$ cat src/rtl/skf_pkg.sv
// ----------------------------------------------------------------------------
// skf_pkg
// Shared types, constants and the microcode program of the scalar Kalman filter.
// ----------------------------------------------------------------------------
package skf_pkg;

    localparam int SKF_SAMPLE_WIDTH = 16;
    localparam int SKF_FRAC_BITS    = 16;

    localparam logic [31:0] Q_RESET = 32'd66;
    localparam logic [31:0] R_RESET = 32'd35586;

    localparam int STEP_W = 3;

    localparam logic [STEP_W-1:0] STEP_LOAD   = 3'd0;
    localparam logic [STEP_W-1:0] STEP_DIV    = 3'd1;
    localparam logic [STEP_W-1:0] STEP_CINIT  = 3'd2;
    localparam logic [STEP_W-1:0] STEP_CMUL   = 3'd3;
    localparam logic [STEP_W-1:0] STEP_UPD    = 3'd4;
    localparam logic [STEP_W-1:0] STEP_PMUL   = 3'd5;
    localparam logic [STEP_W-1:0] STEP_FINISH = 3'd6;

    typedef enum logic [2:0] {
        OP_NOP,
        OP_LOAD,
        OP_DIVSTEP,
        OP_CINIT,
        OP_MULSTEP,
        OP_UPD,
        OP_FINISH
    } t_op;

    typedef enum logic [1:0] {
        COND_NONE,
        COND_WAIT_IN,
        COND_LOOP,
        COND_WAIT_OUT
    } t_cond;

    typedef struct packed {
        t_op               op;
        t_cond             cond;
        logic [STEP_W-1:0] nxt;
    } t_uword;

    typedef struct packed {
        t_op  op;
        logic go;
    } t_ctrl;

    typedef struct packed {
        logic cnt_zero;
        logic out_free;
    } t_stat;

    function automatic t_uword ucode_rom(input logic [STEP_W-1:0] pc);
        t_uword w;
        unique case (pc)
            STEP_LOAD:   w = '{op: OP_LOAD,    cond: COND_WAIT_IN,  nxt: STEP_DIV};
            STEP_DIV:    w = '{op: OP_DIVSTEP, cond: COND_LOOP,     nxt: STEP_CINIT};
            STEP_CINIT:  w = '{op: OP_CINIT,   cond: COND_NONE,     nxt: STEP_CMUL};
            STEP_CMUL:   w = '{op: OP_MULSTEP, cond: COND_LOOP,     nxt: STEP_UPD};
            STEP_UPD:    w = '{op: OP_UPD,     cond: COND_NONE,     nxt: STEP_PMUL};
            STEP_PMUL:   w = '{op: OP_MULSTEP, cond: COND_LOOP,     nxt: STEP_FINISH};
            STEP_FINISH: w = '{op: OP_FINISH,  cond: COND_WAIT_OUT, nxt: STEP_LOAD};
            default:     w = '{op: OP_NOP,     cond: COND_NONE,     nxt: STEP_LOAD};
        endcase
        return w;
    endfunction

endpackage

$ cat src/rtl/skf_seq.sv
// ----------------------------------------------------------------------------
// skf_seq
// Step counter and microcode table; resolves conditional jumps.
// ----------------------------------------------------------------------------
module skf_seq
    import skf_pkg::*;
(
    input  logic  i_clk,
    input  logic  i_rst_n,
    input  logic  i_valid,
    input  t_stat i_stat,
    output t_ctrl o_ctrl,
    output logic  o_stall
);

    logic [STEP_W-1:0] r_pc;
    logic [STEP_W-1:0] n_pc;
    t_uword            w_uw;
    logic              w_met;

    assign w_uw = ucode_rom(r_pc);

    always_comb begin
        unique case (w_uw.cond)
            COND_NONE:     w_met = 1'b1;
            COND_WAIT_IN:  w_met = i_valid;
            COND_LOOP:     w_met = i_stat.cnt_zero;
            COND_WAIT_OUT: w_met = i_stat.out_free;
            default:       w_met = 1'b1;
        endcase
        n_pc = w_met ? w_uw.nxt : r_pc;
    end

    always_ff @(posedge i_clk) begin
        if (!i_rst_n) begin
            r_pc <= STEP_LOAD;
        end else begin
            r_pc <= n_pc;
        end
    end

    assign o_ctrl.op = w_uw.op;
    assign o_ctrl.go = w_met;
    assign o_stall   = (r_pc != STEP_LOAD);

endmodule

$ cat src/rtl/skf_dp.sv
// ----------------------------------------------------------------------------
// skf_dp
// Datapath: covariance predict, restoring divider, shift-add multiplier,
// estimate/covariance state and the output word register.
// ----------------------------------------------------------------------------
module skf_dp
    import skf_pkg::*;
#(
    parameter int SAMPLE_WIDTH = SKF_SAMPLE_WIDTH,
    parameter int FRAC_BITS    = SKF_FRAC_BITS
) (
    input  logic                    i_clk,
    input  logic                    i_rst_n,
    input  t_ctrl                   i_ctrl,
    input  logic [SAMPLE_WIDTH-1:0] i_measurement,
    input  logic [31:0]             i_q,
    input  logic [31:0]             i_r,
    input  logic                    i_stall,
    output t_stat                   o_stat,
    output logic                    o_valid,
    output logic [31:0]             o_estimate
);

    localparam int DW   = ((SAMPLE_WIDTH + FRAC_BITS > 33) ?
                           SAMPLE_WIDTH + FRAC_BITS : 33) + 1;
    localparam int GW   = FRAC_BITS + 1;
    localparam int PW   = DW + GW;
    localparam int CW   = PW - FRAC_BITS;
    localparam int CNTW = $clog2(FRAC_BITS + 1);

    localparam logic [GW-1:0]   ONE_FX   = {1'b1, {FRAC_BITS{1'b0}}};
    localparam logic [CNTW-1:0] CNT_LOAD = CNTW'(FRAC_BITS);

    logic [31:0]             r_est;
    logic [31:0]             r_cov;
    logic [31:0]             r_p;
    logic [32:0]             r_den;
    logic [33:0]             r_rem;
    logic [GW-1:0]           r_q;
    logic [SAMPLE_WIDTH-1:0] r_meas;
    logic                    r_neg;
    logic [PW-1:0]           r_mcand;
    logic [GW-1:0]           r_mult;
    logic [PW-1:0]           r_acc;
    logic [CNTW-1:0]         r_cnt;
    logic [31:0]             r_out;
    logic                    r_out_valid;

    logic [32:0]    w_psum;
    logic [31:0]    w_p;
    logic [32:0]    w_den;
    logic           w_ge;
    logic [33:0]    w_sub;
    logic [DW-1:0]  w_mfx;
    logic [DW-1:0]  w_diff;
    logic [DW-1:0]  w_mag;
    logic [GW-1:0]  w_gain;
    logic [CW-1:0]  w_corr;
    logic [CW:0]    w_sum;
    logic [31:0]    w_est;

    always_comb begin
        w_psum = {1'b0, r_cov} + {1'b0, i_q};
        w_p    = w_psum[32] ? 32'hFFFF_FFFF : w_psum[31:0];
        w_den  = {1'b0, w_p} + {1'b0, i_r};

        w_ge   = (r_rem >= {1'b0, r_den});
        w_sub  = w_ge ? (r_rem - {1'b0, r_den}) : r_rem;

        w_mfx  = {{(DW - SAMPLE_WIDTH - FRAC_BITS){r_meas[SAMPLE_WIDTH-1]}},
                  r_meas, {FRAC_BITS{1'b0}}};
        w_diff = w_mfx - DW'(r_est);
        w_mag  = w_diff[DW-1] ? (~w_diff + DW'(1)) : w_diff;
        w_gain = (r_den == 33'd0) ? '0 : r_q;

        w_corr = r_acc[PW-1:FRAC_BITS];
        w_sum  = {1'b0, w_corr} + (CW + 1)'(r_est);
        if (r_neg) begin
            w_est = (w_corr >= CW'(r_est)) ? 32'd0 : (r_est - w_corr[31:0]);
        end else begin
            w_est = (|w_sum[CW:32]) ? 32'hFFFF_FFFF : w_sum[31:0];
        end
    end

    always_ff @(posedge i_clk) begin
        if (!i_rst_n) begin
            r_est       <= '0;
            r_cov       <= '0;
            r_out_valid <= 1'b0;
        end else begin
            if (i_ctrl.op == OP_UPD) begin
                r_est <= w_est;
            end
            if (i_ctrl.op == OP_FINISH && i_ctrl.go) begin
                r_cov       <= r_acc[FRAC_BITS+31:FRAC_BITS];
                r_out_valid <= 1'b1;
            end else if (!i_stall) begin
                r_out_valid <= 1'b0;
            end
        end
    end

    always_ff @(posedge i_clk) begin
        unique case (i_ctrl.op)
            OP_LOAD: begin
                if (i_ctrl.go) begin
                    r_meas <= i_measurement;
                    r_p    <= w_p;
                    r_den  <= w_den;
                    r_rem  <= {2'b00, w_p};
                    r_q    <= '0;
                    r_cnt  <= CNT_LOAD;
                end
            end
            OP_DIVSTEP: begin
                r_rem <= {w_sub[32:0], 1'b0};
                r_q   <= {r_q[GW-2:0], w_ge};
                r_cnt <= r_cnt - CNTW'(1);
            end
            OP_CINIT: begin
                r_neg   <= w_diff[DW-1];
                r_mcand <= PW'(w_mag);
                r_q     <= w_gain;
                r_mult  <= w_gain;
                r_acc   <= '0;
                r_cnt   <= CNT_LOAD;
            end
            OP_MULSTEP: begin
                r_acc   <= r_acc + (r_mult[0] ? r_mcand : '0);
                r_mcand <= {r_mcand[PW-2:0], 1'b0};
                r_mult  <= {1'b0, r_mult[GW-1:1]};
                r_cnt   <= r_cnt - CNTW'(1);
            end
            OP_UPD: begin
                r_mcand <= PW'(r_p);
                r_mult  <= ONE_FX - r_q;
                r_acc   <= '0;
                r_cnt   <= CNT_LOAD;
            end
            OP_FINISH: begin
                if (i_ctrl.go) begin
                    r_out <= r_est;
                end
            end
            default: begin
            end
        endcase
    end

    assign o_stat.cnt_zero = (r_cnt == '0);
    assign o_stat.out_free = !r_out_valid || !i_stall;
    assign o_valid         = r_out_valid;
    assign o_estimate      = r_out;

endmodule

$ cat src/rtl/scalar_kalman_filter.sv
// ----------------------------------------------------------------------------
// scalar_kalman_filter
// One-dimensional fixed-point Kalman filter on a signed sensor stream.
//
// Input channel: i_valid / o_stall with i_measurement, one sample per word.
// Output channel: o_valid / i_stall with o_estimate (unsigned Q16.16).
// Registers on the APB port: 0x0 process noise Q, 0x4 measurement noise R.
// Write them only while the filter is idle.
//
// From acceptance to result, each sample passes the restoring divider, one
// gain bit per cycle, then two passes of the shift-add multiplier, one
// multiplier bit per cycle. A new sample is taken once the previous one has
// finished; o_stall is high while a sample is in work. The result sits in
// an output register, so the next sample can run while it waits; a stalled
// receiver only holds the final step of the following sample.
// Reset (synchronous, i_rst_n low) clears estimate and covariance, sets Q
// and R to their defaults and empties the output register.
// ----------------------------------------------------------------------------
module scalar_kalman_filter
    import skf_pkg::*;
#(
    parameter int SAMPLE_WIDTH = SKF_SAMPLE_WIDTH,
    parameter int FRAC_BITS    = SKF_FRAC_BITS
) (
    input  logic                    i_clk,
    input  logic                    i_rst_n,
    input  logic                    i_valid,
    output logic                    o_stall,
    input  logic [SAMPLE_WIDTH-1:0] i_measurement,
    output logic                    o_valid,
    input  logic                    i_stall,
    output logic [31:0]             o_estimate,
    input  logic                    psel,
    input  logic                    penable,
    input  logic                    pwrite,
    input  logic [2:0]              paddr,
    input  logic [31:0]             pwdata,
    output logic [31:0]             prdata,
    output logic                    pready
);

    logic [31:0] r_q;
    logic [31:0] r_r;
    t_ctrl       w_ctrl;
    t_stat       w_stat;
    logic        w_wr;

    assign pready = 1'b1;
    assign w_wr   = psel && penable && pwrite && pready;
    assign prdata = paddr[2] ? r_r : r_q;

    always_ff @(posedge i_clk) begin
        if (!i_rst_n) begin
            r_q <= Q_RESET;
            r_r <= R_RESET;
        end else if (w_wr) begin
            if (paddr[2]) begin
                r_r <= pwdata;
            end else begin
                r_q <= pwdata;
            end
        end
    end

    skf_seq u_seq (
        .i_clk   (i_clk),
        .i_rst_n (i_rst_n),
        .i_valid (i_valid),
        .i_stat  (w_stat),
        .o_ctrl  (w_ctrl),
        .o_stall (o_stall)
    );

    skf_dp #(
        .SAMPLE_WIDTH (SAMPLE_WIDTH),
        .FRAC_BITS    (FRAC_BITS)
    ) u_dp (
        .i_clk         (i_clk),
        .i_rst_n       (i_rst_n),
        .i_ctrl        (w_ctrl),
        .i_measurement (i_measurement),
        .i_q           (r_q),
        .i_r           (r_r),
        .i_stall       (i_stall),
        .o_stat        (w_stat),
        .o_valid       (o_valid),
        .o_estimate    (o_estimate)
    );

    a_busy_after_accept: assert property (
        @(posedge i_clk) disable iff (!i_rst_n)
        (i_valid && !o_stall) |=> o_stall
    ) else $error("input accepted but filter not busy next cycle");

    a_valid_from_finish: assert property (
        @(posedge i_clk) disable iff (!i_rst_n)
        $rose(o_valid) |-> $past(w_ctrl.op == OP_FINISH && w_ctrl.go)
    ) else $error("output word appeared without a finish step");

    a_ready_only_at_load: assert property (
        @(posedge i_clk) disable iff (!i_rst_n)
        (w_ctrl.op != OP_LOAD) |-> o_stall
    ) else $error("input ready outside the load step");

endmodule

$ cat config.mk
export PLATFORM = sky130hd
export DESIGN_NAME = scalar_kalman_filter
export DESIGN_NICKNAME = d
export VERILOG_FILES = /design/src/rtl/skf_pkg.sv /design/src/rtl/skf_seq.sv /design/src/rtl/skf_dp.sv /design/src/rtl/scalar_kalman_filter.sv
export SDC_FILE = /design/constraint.sdc
export NUM_CORES = 1
export LEC_CHECK = 0
export BUFFER_PORTS_ARGS = -buffer_cell sky130_fd_sc_hd__clkbuf_2
export CAP_MARGIN = 20
export CORE_AREA = 2 2 235 237
export DETAILED_ROUTE_END_ITERATION = 16
export DIE_AREA = 0 0 237 239
export GPL_TIMING_DRIVEN = 0
export PLACE_DENSITY = 0.82
export SLEW_MARGIN = 15
export SYNTH_ARGS = -nofsm -noshare
export SYNTH_HDL_FRONTEND = slang
export SYNTH_SLANG_ARGS = --single-unit
$ cat constraint.sdc
create_clock -name i_clk -period 5.3 [get_ports i_clk]
set_clock_uncertainty 0.15 [all_clocks]
set_input_delay 0.53 -clock i_clk [delete_from_list [all_inputs] [get_ports i_clk]]
set_output_delay 0.53 -clock i_clk [all_outputs]
set_load 0.02 [all_outputs]
==> results <==
- The run finished, with violations left.
- The checks that failed: setup timing.
- The number of cells on the worst reg-to-reg path is 25.
- Setup repair after global routing could not meet its margin everywhere.
- In this run, synthesis inferred roughly 290 flip-flops with an integrated enable.
- The startpoint of the lowest-slack register-to-register path is r_q[0].
- At the worst endpoint, the required time is roughly 5.5 ns.
- The finished cells cover 35600 sq um.
- Synthesis handed over a netlist of 3530 instances.
- The dominant combinational cell family by area after synthesis is compound AO/OA/AOI/OAI gates.
- The placed instances occupy a cell area of about 33000 sq um.
- The met2 track utilization from global routing is 0.523.
- Data arrives at the worst endpoint at 5.69 ns.
- The critical hold path startpoint is pwdata[20].
- The hold violation count in the final report came to 0.
- The netlist area before placement is 31100 sq um.
- The multi-input combinational cell area is 19000 sq um.
- The worst register-to-register path ends at u_dp.r_den[24].
- The tightest min-delay check is of the in2reg type.
- After synthesis the netlist holds a flip-flop and latch count of 421.
- The measured slew at the worst slew-check pin is 1.28 ns.
- The count of input and output buffers is 119.
- The global-route met1 utilization is 0.505.
- The proportion of synthesized flip-flops having asynchronous set or reset is 0.
- The number of clock buffers added by TritonCTS is 49.
- The library cells used most frequently in the layout, excluding fill and tap cells, are 404 x nand2_1, 289 x edfxtp_1, 250 x a21oi_1.
- The maximum ir drop on the vdd rail is 388 uV.
- Of the post-synthesis cell area, the part taken by muxes is 0.0165.
- The slowest library cell on the worst path is dfxtp_4.
- After detailed routing, the number of remaining DRC violations is 0.
- The relative slew slack is 0.139.
- The number of nets with antenna violations after detailed routing is 0.
- The via count of the first global-routing pass came to 26400.
- The total number of nets in the final design is 4100.
- The worst stage delay on the critical path is 0.36 ns.
- The number of nets handed over by synthesis was ~3900.
- For this design the static power due to leakage is between 10 and 15 nW.
- The synthesized area per cell is 8.81 sq um.
- The total I/O pin count is between 100 and 150.
- The number of vias per cell after detailed routing is roughly 6.4.
- Wires add up to 105000 um.
- The number of distinct library cell variants in the gate-level netlist after synthesis is 93.
- The DRC violation total after the first TritonRoute iteration is 3339.
- The placed wire-length estimate is roughly 80000 um.
- During synthesis, Yosys emitted a total of 0 warnings.
- Power spread over the standard cell area amounts to 541 nW/um^2.
- The worst hold path terminates at r_r[20].
- The setup violation total in the final timing report is 4.
- The basic-gate share of the synthesized area counting and, or, nand and nor cells is 0.176.
- The final estimated routing congestion in global placement is 0.978.
- The critical path start-end classification is reg2reg.
- The register-to-register path setup slack is -0.18 ns.
- The completed layout was analyzed and its total power is 19.3 mW.
- The achievable clock frequency is 183 MHz.
- The die is about 240 um tall.
- The max-slew violation total from the final report came to 0.
- The iteration count of the initial detailed-routing pass is 5.
- The worst hold path passes through 3 cells.
- The worst setup path is captured at a flip-flop.
- The global-route usage over all layers is 0.357.
- The via total after detailed routing is ~29000.
- Max-cap violations in this run came to 0.
- The xor and xnor area share after synthesis is 0.0518.
- The overall overflow remaining after global route is 0.
- The die area is 56600 sq um.
- The setup total negative slack is -0.413 ns.
- In the final layout, the share of cells above drive strength 1 is 0.116.
- The number of rows created at floorplan is 86.
- Entering global routing, the biggest net connects 58 pins.
- The post-synthesis to final-layout area growth is 14.7%.
- The CTS clock-pin slew for the worst setup and hold paths is 0.07 ns.
- After layout, the minimum clock period comes to 5.48 ns.
- The initial utilization of the core area, before any placement, comes to 0.572.
- In the post-route analysis, the smallest setup slack over all paths is -0.178 ns.
- The total of fill cells in the finished design is 4453.
- The startpoint type of the worst setup path is a flip-flop.
- The tree is rooted in a clkbuf_16.
- The horizontal die dimension is about 240 um.
- The library cell used most frequently in the layout, excluding fill and tap cells, is nand2_1.
- Of the synthesized area, sequential elements account for 0.364.
- In the final routed layout, each cell accounts on average for around 23 um.
- The wire length of the first global-routing pass is 156000 um.
- The synthesized-area fraction occupied by adder cells is 0.109.
- The fraction of the mapped netlist area in compound gates was 0.238.
- The clock sink total is approximately 420.
- TritonCTS built the clock tree.
- The later pin in the worst-skew pair is clocked with a latency of 0.61 ns.
- Of the available clock period, the critical path in the final layout requires 1.03.
- After floorplanning, the core was sized to cover approximately 54000 sq um.
- In this run the number of H-tree levels came out at 2.
- The number of antenna violations at the first check in global routing was 10.
- Registers take 11300 sq um.
- The layer flagged by global routing as most heavily used is met2.
- In the global route stage, met3 resource usage came out at 0.0906.
- The deepest clock path buffer count is 3.
- The dominant synthesized flop cell is edfxtp_1.
- The critical-path maximum fanout is 7.
-- per-layer routing --
| metal | vias up | share of wire |
|---|---|---|
| met2 | 1603 | 0.42 |
| met5 | - | 0.0021 |
| met1 | 13800 | 0.42 |
| met3 | 249 | 0.11 |
| li1 | 13500 | - |
| met4 | 8 | 0.039 |
-- kinds of logic (layout without fill, tap and decap cells) --
| family | Yosys count | in the layout |
|---|---|---|
| xor gates and xnor gates | 184 | 184 |
| and+or+nand+nor | 1149 | 1149 |
| buffers and inverters | 348 | 632 |
| adders and majority gates | 268 | 268 |
| other | 1 | 8 |
| DFF | 421 | 421 |
| AOI/OAI and AO/OA | 1112 | 1112 |
| muxes | 47 | 47 |
-- sequential cells by signal (all words and copies together), names as in the netlist --
name             flops
u_dp.r_den          33
r_r                 32
u_dp.r_mcand        51
u_dp.r_acc          51
u_dp.r_p            32
u_dp.o_valid         1
u_dp.r_meas         16
r_q                 32
u_dp.r_cov          32
u_dp.r_rem          34
u_dp.r_mult         17
u_dp.r_cnt           5
u_seq.r_pc           3
u_dp.o_estimate     32
u_dp.r_q            17
u_dp.r_neg           1
u_dp.r_est          32
-- report_power, final --
| group | internal, mW | switching, mW | leakage (nW) | total, mW |
|---|---|---|---|---|
| combinational | 3.69 | 6.31 | 9.83 | 10.0 |
| clock | 2.12 | 1.46 | 0.831 | 3.58 |
| sequential | 4.79 | 0.911 | 3.84 | 5.70 |
-- worst max path at each step --
stage	start	to	slack, ns	cells after the start
2_1_floorplan	r_q[0]	u_dp.r_den[30]	0.02	23
3_3_place_gp	u_seq.r_pc[1]	u_dp.r_mcand[34]	-1.67	5
3_5_place_dp	r_q[0]	u_dp.r_den[31]	-1.45	22
4_1_cts	r_q[1]	u_dp.r_den[30]	0.007	21
5_1_grt	r_q[0]	u_dp.r_den[24]	-0.31	25
6_report	r_q[0]	u_dp.r_den[24]	-0.18	25
-- stage by stage --
stage	cells	setup WS, ns	hold WS [ns]	util
floorplan	3530	0.0250	0.297	-
global placement	4353	-1.67	0.310	0.600
detailed placement	4362	-1.45	0.314	0.602
CTS	4489	0.00736	0.00204	0.647
global route	4522	-0.312	0.0213	0.656
finish	4525	-0.178	0.0140	0.656
-- worst max-delay path: cells and delay by family, from the launching register on --
kind / cells / cell delay, ns
buffers and inverters: 3 / 0.47
flip-flops: 1 / 0.36
adder cells (fa/ha/maj): 3 / 0.77
AO/OA/AOI/OAI: 16 / 3.17
XOR/XNOR: 1 / 0.10
AND/OR/NAND/NOR: 2 / 0.17
-- cell type report --
cell class	instances	share of cell area
Timing Repair Buffer	194	0.0368
Sequential cell	421	0.318
Clock buffer	66	0.0394
Buffer	165	0.0198
Clock inverter	25	0.00814
Multi-Input combinational cell	2761	0.534
Inverter	182	0.0192
Antenna cell	7	0.000491
Tap cell	704	0.0247
-- Yosys cell counts, types with 95 or more instances --
cell | count | area (sq um)
edfxtp_1 | 289 | 8680
nand2_1 | 415 | 1560
clkbuf_1 | 135 | 507
ha_1 | 262 | 3280
a21o_1 | 97 | 728
xnor2_1 | 118 | 1030
a21boi_0 | 95 | 713
o21ai_0 | 216 | 1080
inv_1 | 179 | 672
nor2_1 | 252 | 946
a21oi_1 | 262 | 1310
dfxtp_1 | 132 | 2640
-- timing repair --
| item | in CTS | in global routing |
|---|---|---|
| pin swaps | 22 | 36 |
| endpoints found under the hold margin | 18 | 0 |
| cloned | 1 | 0 |
| hold buffers | 18 | 0 |
| endpoints found under the setup margin | 27 | 46 |
| resized for setup | 76 | 58 |
| buffers inserted | 18 | 30 |
(Power assumes the default switching activity.)
